File: config.mk
export PLATFORM = sky130hd
export DESIGN_NAME = scalar_kalman_filter
export DESIGN_NICKNAME = d
export VERILOG_FILES = /design/src/sv/skf_pkg.sv /design/src/sv/scalar_kalman_filter.sv
export SDC_FILE = /design/constraint.sdc
export NUM_CORES = 2
export LEC_CHECK = 0
export CAP_MARGIN = 40
export CELL_PAD_IN_SITES_DETAIL_PLACEMENT = 1
export CELL_PAD_IN_SITES_GLOBAL_PLACEMENT = 2
export CORE_MARGIN = 4
export CORE_UTILIZATION = 45
export CTS_CLUSTER_SIZE = 20
export DETAILED_ROUTE_END_ITERATION = 10
export DONT_BUFFER_PORTS = 1
export PLACE_DENSITY = 0.86
export SYNTH_ARGS = -nofsm -noshare
export SYNTH_HDL_FRONTEND = slang
export SYNTH_SLANG_ARGS = --single-unit
File: constraint.sdc
create_clock -name clk -period 13.2 [get_ports clk]
set_input_delay 1.32 -clock clk [delete_from_list [all_inputs] [get_ports clk]]
set_output_delay 1.32 -clock clk [all_outputs]
set_load 0.02 [all_outputs]
File: src/sv/skf_pkg.sv
// shared types, constants and control store for the scalar kalman filter
// no dependencies; used by scalar_kalman_filter and its checker
package skf_pkg;

  localparam int DATA_W        = 32;
  localparam int HALF_W        = 16;
  localparam int FRAC_BITS_DEF = 16;
  localparam int PC_W          = 4;
  localparam int CFG_IDX_W     = 2;

  localparam logic [DATA_W-1:0] Q_RESET = 32'd1310720;
  localparam logic [DATA_W-1:0] R_RESET = 32'd13107200;

  typedef enum logic [CFG_IDX_W-1:0] {
    REG_PROCESS_NOISE     = 2'd0,
    REG_MEASUREMENT_NOISE = 2'd1
  } cfg_reg_t;

  // datapath operation of one step
  typedef enum logic [3:0] {
    OP_NOP,
    OP_LOAD,
    OP_PRIOR,
    OP_DENOM,
    OP_DIV,
    OP_GAIN,
    OP_MUL_DH,
    OP_MUL_DL,
    OP_MUL_PH,
    OP_EST,
    OP_ACC,
    OP_EMIT
  } op_t;

  // jump condition: jump to target when true, else fall through
  typedef enum logic [2:0] {
    JC_NONE,
    JC_ALWAYS,
    JC_NO_IN,
    JC_CNT,
    JC_OUT_BUSY
  } jc_t;

  typedef logic [PC_W-1:0] pc_t;

  typedef struct packed {
    op_t op;
    jc_t jc;
    pc_t target;
  } ucode_t;

  localparam pc_t PC_IDLE = 4'd0;
  localparam pc_t PC_DIV  = 4'd3;
  localparam pc_t PC_EMIT = 4'd10;

  function automatic ucode_t ucode_rom(input pc_t pc);
    ucode_t w;
    case (pc)
      4'd0:    w = '{OP_LOAD,   JC_NO_IN,    PC_IDLE};
      4'd1:    w = '{OP_PRIOR,  JC_NONE,     PC_IDLE};
      4'd2:    w = '{OP_DENOM,  JC_NONE,     PC_IDLE};
      4'd3:    w = '{OP_DIV,    JC_CNT,      PC_DIV};
      4'd4:    w = '{OP_GAIN,   JC_NONE,     PC_IDLE};
      4'd5:    w = '{OP_MUL_DH, JC_NONE,     PC_IDLE};
      4'd6:    w = '{OP_MUL_DL, JC_NONE,     PC_IDLE};
      4'd7:    w = '{OP_MUL_PH, JC_NONE,     PC_IDLE};
      4'd8:    w = '{OP_EST,    JC_NONE,     PC_IDLE};
      4'd9:    w = '{OP_ACC,    JC_NONE,     PC_IDLE};
      4'd10:   w = '{OP_EMIT,   JC_OUT_BUSY, PC_EMIT};
      4'd11:   w = '{OP_NOP,    JC_ALWAYS,   PC_IDLE};
      default: w = '{OP_NOP,    JC_ALWAYS,   PC_IDLE};
    endcase
    return w;
  endfunction

endpackage

File: src/sv/scalar_kalman_filter.sv
// scalar kalman filter, unit state and measurement models, fixed point
// microcoded sequencer over a shared divider step, multiplier and accumulator
// depends on skf_pkg
//
// Each accepted sample (signed Q16.16) updates the stored estimate and error
// covariance and yields one estimate beat. The gain is formed by a restoring
// divider, one quotient bit per cycle, and the update uses four 18-bit
// partial products on one multiplier. A new sample is not taken until the
// last one has been emitted. The input is taken only while the sequencer
// sits at its idle step; a finished estimate waits in the output register
// while the next sample is taken. The user must write process and
// measurement noise through the cfg port only while the block is idle; the
// block itself does not enforce this. An index beyond the two is ignored.
module scalar_kalman_filter #(
  parameter int FRAC_BITS = skf_pkg::FRAC_BITS_DEF
) (
  input  logic                           clk,
  input  logic                           rst_n,
  input  logic                           in_tvalid,
  output logic                           in_tready,
  input  logic [skf_pkg::DATA_W-1:0]     in_tdata,   // [31:0] sample
  output logic                           out_tvalid,
  input  logic                           out_tready,
  output logic [skf_pkg::DATA_W-1:0]     out_tdata,  // [31:0] estimate
  input  logic                           cfg_valid,
  output logic                           cfg_ready,
  input  logic [skf_pkg::CFG_IDX_W-1:0]  cfg_index,
  input  logic [skf_pkg::DATA_W-1:0]     cfg_data
);

  localparam int DW     = skf_pkg::DATA_W;
  localparam int HW     = skf_pkg::HALF_W;
  localparam int GAIN_W = FRAC_BITS + 1;
  localparam int CNT_W  = $clog2(GAIN_W);
  localparam int MUL_W  = GAIN_W + 1 + HW + 2;
  localparam int ACC_W  = FRAC_BITS + 36;
  localparam logic [GAIN_W-1:0] ONE = {1'b1, {FRAC_BITS{1'b0}}};

  skf_pkg::pc_t    pc_r, pc_nxt;
  skf_pkg::ucode_t uw;

  logic signed [DW-1:0]    z_r, z_nxt;
  logic signed [DW-1:0]    x_r, x_nxt;
  logic [DW-1:0]           cov_r, cov_nxt;
  logic [DW-1:0]           qn_r, qn_nxt;
  logic [DW-1:0]           rn_r, rn_nxt;
  logic [DW-1:0]           prior_r, prior_nxt;
  logic signed [DW:0]      diff_r, diff_nxt;
  logic [DW:0]             denom_r, denom_nxt;
  logic                    den_zero_r, den_zero_nxt;
  logic [DW+1:0]           rem_r, rem_nxt;
  logic [GAIN_W-1:0]       gain_r, gain_nxt;
  logic [CNT_W-1:0]        cnt_r, cnt_nxt;
  logic signed [MUL_W-1:0] mul_r, mul_nxt;
  logic signed [ACC_W-1:0] acc_r, acc_nxt;
  logic                    out_valid_r, out_valid_nxt;
  logic [DW-1:0]           out_data_r, out_data_nxt;

  logic                    in_acc;
  logic                    out_free;
  logic                    jump;
  logic [DW:0]             prior_sum;
  logic                    div_ge;
  logic [DW+1:0]           div_keep;
  logic [GAIN_W-1:0]       inv_gain;
  logic signed [GAIN_W:0]  mul_a;
  logic signed [HW+1:0]    mul_b;
  logic signed [MUL_W-1:0] mul_p;
  logic signed [ACC_W-1:0] mul_ext;
  logic signed [ACC_W-1:0] acc_sh;
  logic signed [DW+1:0]    est_w;
  logic signed [DW-1:0]    est_sat;

  assign uw        = skf_pkg::ucode_rom(pc_r);
  assign in_tready = (pc_r == skf_pkg::PC_IDLE);
  assign in_acc    = in_tvalid && in_tready;
  assign out_free  = !out_valid_r || out_tready;
  assign cfg_ready = 1'b1;
  assign out_tvalid = out_valid_r;
  assign out_tdata  = out_data_r;

  // sequencer
  always_comb begin
    case (uw.jc)
      skf_pkg::JC_NONE:     jump = 1'b0;
      skf_pkg::JC_ALWAYS:   jump = 1'b1;
      skf_pkg::JC_NO_IN:    jump = !in_acc;
      skf_pkg::JC_CNT:      jump = (cnt_r != '0);
      skf_pkg::JC_OUT_BUSY: jump = !out_free;
      default:              jump = 1'b1;
    endcase
    pc_nxt = jump ? uw.target : skf_pkg::pc_t'(pc_r + 1'b1);
  end

  // shared arithmetic
  always_comb begin
    prior_sum = {1'b0, cov_r} + {1'b0, qn_r};
    div_ge    = (rem_r >= {1'b0, denom_r});
    div_keep  = div_ge ? (rem_r - {1'b0, denom_r}) : rem_r;
    inv_gain  = ONE - gain_r;

    case (uw.op)
      skf_pkg::OP_MUL_PH,
      skf_pkg::OP_EST:   mul_a = $signed({1'b0, inv_gain});
      default:           mul_a = $signed({1'b0, gain_r});
    endcase
    case (uw.op)
      skf_pkg::OP_MUL_DH: mul_b = $signed({diff_r[DW], diff_r[DW:HW]});
      skf_pkg::OP_MUL_DL: mul_b = $signed({2'b00, diff_r[HW-1:0]});
      skf_pkg::OP_MUL_PH: mul_b = $signed({2'b00, prior_r[DW-1:HW]});
      default:            mul_b = $signed({2'b00, prior_r[HW-1:0]});
    endcase
    mul_p   = MUL_W'(mul_a) * MUL_W'(mul_b);
    mul_ext = ACC_W'(mul_r);

    // arithmetic shift is the floor of the product over one
    acc_sh  = acc_r >>> FRAC_BITS;
    est_w   = (DW+2)'(x_r) + (DW+2)'(acc_sh);
    if (est_w[DW+1:DW-1] == 3'b000 || est_w[DW+1:DW-1] == 3'b111) begin
      est_sat = est_w[DW-1:0];
    end else begin
      est_sat = est_w[DW+1] ? {1'b1, {(DW-1){1'b0}}} : {1'b0, {(DW-1){1'b1}}};
    end
  end

  // datapath
  always_comb begin
    z_nxt         = z_r;
    x_nxt         = x_r;
    cov_nxt       = cov_r;
    qn_nxt        = qn_r;
    rn_nxt        = rn_r;
    prior_nxt     = prior_r;
    diff_nxt      = diff_r;
    denom_nxt     = denom_r;
    den_zero_nxt  = den_zero_r;
    rem_nxt       = rem_r;
    gain_nxt      = gain_r;
    cnt_nxt       = cnt_r;
    mul_nxt       = mul_r;
    acc_nxt       = acc_r;
    out_valid_nxt = out_valid_r && !out_tready;
    out_data_nxt  = out_data_r;

    if (cfg_valid && cfg_ready) begin
      case (skf_pkg::cfg_reg_t'(cfg_index))
        skf_pkg::REG_PROCESS_NOISE:     qn_nxt = cfg_data;
        skf_pkg::REG_MEASUREMENT_NOISE: rn_nxt = cfg_data;
        default: ;
      endcase
    end

    case (uw.op)
      skf_pkg::OP_LOAD: begin
        if (in_acc) begin
          z_nxt = in_tdata;
        end
      end
      skf_pkg::OP_PRIOR: begin
        prior_nxt = prior_sum[DW] ? '1 : prior_sum[DW-1:0];
        diff_nxt  = (DW+1)'(z_r) - (DW+1)'(x_r);
      end
      skf_pkg::OP_DENOM: begin
        denom_nxt    = {1'b0, prior_r} + {1'b0, rn_r};
        den_zero_nxt = (prior_r == '0) && (rn_r == '0);
        rem_nxt      = {2'b00, prior_r};
        gain_nxt     = '0;
        cnt_nxt      = CNT_W'(FRAC_BITS);
      end
      skf_pkg::OP_DIV: begin
        // remainder stays below twice the divisor, so the shift cannot overflow
        gain_nxt = {gain_r[GAIN_W-2:0], div_ge};
        rem_nxt  = {div_keep[DW:0], 1'b0};
        cnt_nxt  = cnt_r - 1'b1;
      end
      skf_pkg::OP_GAIN: begin
        if (den_zero_r) begin
          gain_nxt = '0;
        end
      end
      skf_pkg::OP_MUL_DH: begin
        mul_nxt = mul_p;
      end
      skf_pkg::OP_MUL_DL: begin
        acc_nxt = mul_ext <<< HW;
        mul_nxt = mul_p;
      end
      skf_pkg::OP_MUL_PH: begin
        acc_nxt = acc_r + mul_ext;
        mul_nxt = mul_p;
      end
      skf_pkg::OP_EST: begin
        x_nxt   = est_sat;
        acc_nxt = mul_ext <<< HW;
        mul_nxt = mul_p;
      end
      skf_pkg::OP_ACC: begin
        acc_nxt = acc_r + mul_ext;
      end
      skf_pkg::OP_EMIT: begin
        if (out_free) begin
          cov_nxt       = acc_r[FRAC_BITS+DW-1:FRAC_BITS];
          out_valid_nxt = 1'b1;
          out_data_nxt  = x_r;
        end
      end
      default: ;
    endcase
  end

  always_ff @(posedge clk) begin
    if (!rst_n) begin
      pc_r        <= skf_pkg::PC_IDLE;
      out_valid_r <= 1'b0;
      x_r         <= '0;
      cov_r       <= '0;
      qn_r        <= skf_pkg::Q_RESET;
      rn_r        <= skf_pkg::R_RESET;
      cnt_r       <= '0;
    end else begin
      pc_r        <= pc_nxt;
      out_valid_r <= out_valid_nxt;
      x_r         <= x_nxt;
      cov_r       <= cov_nxt;
      qn_r        <= qn_nxt;
      rn_r        <= rn_nxt;
      cnt_r       <= cnt_nxt;
    end
    z_r        <= z_nxt;
    prior_r    <= prior_nxt;
    diff_r     <= diff_nxt;
    denom_r    <= denom_nxt;
    den_zero_r <= den_zero_nxt;
    rem_r      <= rem_nxt;
    gain_r     <= gain_nxt;
    mul_r      <= mul_nxt;
    acc_r      <= acc_nxt;
    out_data_r <= out_data_nxt;
  end

endmodule

==> reports/metrics.yaml <==
status:
  status: "complete, no violations"
clocking:
  cts_tree: "yes"
  htree_levels: 2
  postCtsSetupBuffers: 0
  cts_inserted_buffers: 53
  clock_sinks: 447
  cts_hold_buf: 0
  cts-resized-gates: 0
  cts.clk_slew.worst_paths_ns: 0.06
  clk_latency_ns: 0.64
  cts.path.max_buffers: 3
  cts-root-buf: "clkbuf_16"
synthesis:
  ys_seq_elements: 447
  async_flop_share_pct: 0
  ys_types: 90
  ys_top_cells_by_area: "edfxtp_1, fa_1, ha_1"
  synth_top_area_cell: "edfxtp_1"
  synthTopCellsByCount: "nand2_1, inv_1, nor2_1"
  syn-mean-instance-area_um2: 9.12
  synth_edf_count: 300
  synth_flop_cell: "edfxtp_1"
  synth_top_area_share_pct: 23.9
  ys_warn_count: 0
  post-synth-top-count-cell: "nand2_1"
  synth-seq-area-share_pct: 31.7
  syn_inst: 4129
  syn_area_mm2: 0.0377
  synth_nets: 4794
timing:
  setup_tns_ns: 0
  relSlewSlack_pct: 38.1
  rsz0062_at_grt: "no"
  slew_viol_final: 0
  max_freq_ghz: 0.104
  finalCritPeriodShare_pct: 72.8
  hold_violations: 0
  worst_pin_slew_ns: 0.921
  min_period_ns: 9.61
  clock_skew_ns: 0.0360
  setup_violations: 0
routing:
  route.detailed.drc: 0
  antenna_left: 0
  wl_per_cell_um: 24.2
  wl_um: 126000
  dr_total_vias: 30800
  drt_iter0_markers: 2261
  drtPass1Iterations: 5
  post_drt_via_cell_ratio: 5.88
placed_design:
  globalplace.congestion: 0.926
  dp_hpwl_um: 99100
  port_buffers: 0
die:
  ioPinCount: 106
  die_h_um: 297
  die-area_mm2: 0.0884
  rows: 105
  dieWidth_um: 297
  core-area_mm2: 0.0825
  start_util_pct: 45.6
critical_path:
  worstSetupStartpointType: "register"
  cp-end-kind: "register"
  rr_startpoint: "gain_r[5]"
  r2r_cells: 28
  cp.required_ns: 13.55
  slowest_delay_ns: 0.70
  reg2reg_slack_ns: 3.59
  cp-startpoint: "gain_r[5]"
  rr_endpoint: "mul_r[34]"
  critPathMaxFanout: 8
  path_class: "reg -> reg"
  arrival_ns: 9.96
  cp-endpoint: "mul_r[34]"
  crit_top_cell: "fa_1"
  cpMaxStageDelayCell: "xnor2_1"
pwr:
  p_leak_nw: 18.2
  pwr-share-seq_pct: 18.8
  power_density_mw_per_mm2: 275
  ir_drop_mv: 0.509
  power_mw: 11.2
  comb_power_share_pct: 67.2
  internal_power_mw: 5.90
  switching_share_pct: 47.5
  switchingPower_mw: 5.33
  clkPwrFrac_pct: 14.1
worst_hold_path:
  hp-class: "reg -> reg"
  min_from: "cov_r[23]"
job:
  max-cap-violations: 0
global_route:
  grt_pass1_vias: 32200
  grt_max_degree: 84
  grt.total_usage_pct: 28.2
  grt_pass1_wl_um: 194000
  grt-ovfl-total: 0
  antenna_found_initial: 5
layout:
  area_growth_pct: 8.65
  nNetsFinal: 4778
  multiInputGateArea_mm2: 0.0236
  regArea_mm2: 0.0120
  fillCellCount: 9496
  layout-drive-gt1-share_pct: 5.44
-- through the flow --
| step | std cells | worst slack [ns] | util, % | cell area [um2] | hold WS [ns] |
|---|---|---|---|---|---|
| detailed placement | 5127 | 3.67 | 47.3 | 39000 | 0.459 |
| global placement | 5115 | 3.72 | 47.2 | 38900 | 0.455 |
| CTS | 5227 | 3.61 | 49.6 | 40900 | 0.470 |
| global route | 5229 | 3.03 | 49.6 | 40900 | 0.486 |
| floorplan | 4129 | 4.80 | - | 37700 | 0.440 |
| finish | 5229 | 3.59 | 49.6 | 40900 | 0.469 |
-- kinds of logic after synthesis --
logic type,count (synthesis),synth area share (%)
AND/OR/NAND/NOR,1266,14.9
adder cells (fa/ha/maj),594,24.6
AO/OA/AOI/OAI,958,15.9
flip-flops,447,31.7
XOR/XNOR,237,5.53
multiplexers,50,1.34
buffers and inverters,576,5.91
other,1,0.00996
-- final cells by class --
type / instances / share of cell area (%)
multi-input cells: 3106 / 57.6
flip-flops and latches: 447 / 29.2
inverters: 434 / 3.98
clock buffers: 73 / 3.80
well taps: 1070 / 3.27
repair buffers: 71 / 1.34
clock inverters: 27 / 0.761
diodes: 1 / 0.00612
-- worst min-delay path by stage --
stage               slack (ns)   endpoint  cells after the start
detailed placement        0.46  cov_r[23]                      2
finish                    0.47  cov_r[23]                      2
global placement          0.45  cov_r[19]                      2
floorplan                 0.44    qn_r[0]                      2
global route              0.49   qn_r[24]                      2
CTS                       0.47  cov_r[23]                      2
-- routing by layer --
metal / track usage, % / up-vias / wire [um]
met5: 0 / - / 35
met4: 9.12 / 4 / 4300
met3: 3.71 / 226 / 6550
met2: 47.4 / 796 / 59900
met1: 37.8 / 15500 / 55600
li1: - / 14200 / -
-- layout by cell type, fill, tap and decap left out, types with 127 or more instances in the layout --
master,synthesis,routed
ha_1,348,348
a21o_1,127,127
a21oi_1,316,316
inv_1,432,431
dfxtp_1,147,147
fa_1,246,246
nor2_1,350,348
nand2_1,562,562
xnor2_1,148,147
o21ai_0,226,225
edfxtp_1,300,300
-- state kept, by name (all words and copies together), names as in the netlist, 33 cells and up --
| signal | count |
|---|---|
| mul_r | 36 |
| rem_r | 34 |
| diff_r | 33 |
| acc_r | 50 |
| denom_r | 33 |
-- worst max-delay path: cells and delay by family (launching register included) --
family / cells / cell delay, ns
and+or+nand+nor: 8 / 2.27
xor gates and xnor gates: 2 / 0.83
DFF: 1 / 0.46
adders and majority gates: 7 / 3.38
buffers and inverters: 4 / 0.22
AOI/OAI and AO/OA: 7 / 2.15
-- power groups by stage --
stage	Sequential [mW]	Combinational, mW	Clock, mW
6_report	2.11	7.55	1.58
5_1_grt	2.12	8.53	1.67
4_1_cts	2.11	7.62	1.60
3_5_place_dp	2.14	7.42	0
3_3_place_gp	2.14	7.37	0
2_1_floorplan	2.08	5.33	0
Power figures use the tool's default switching activity.
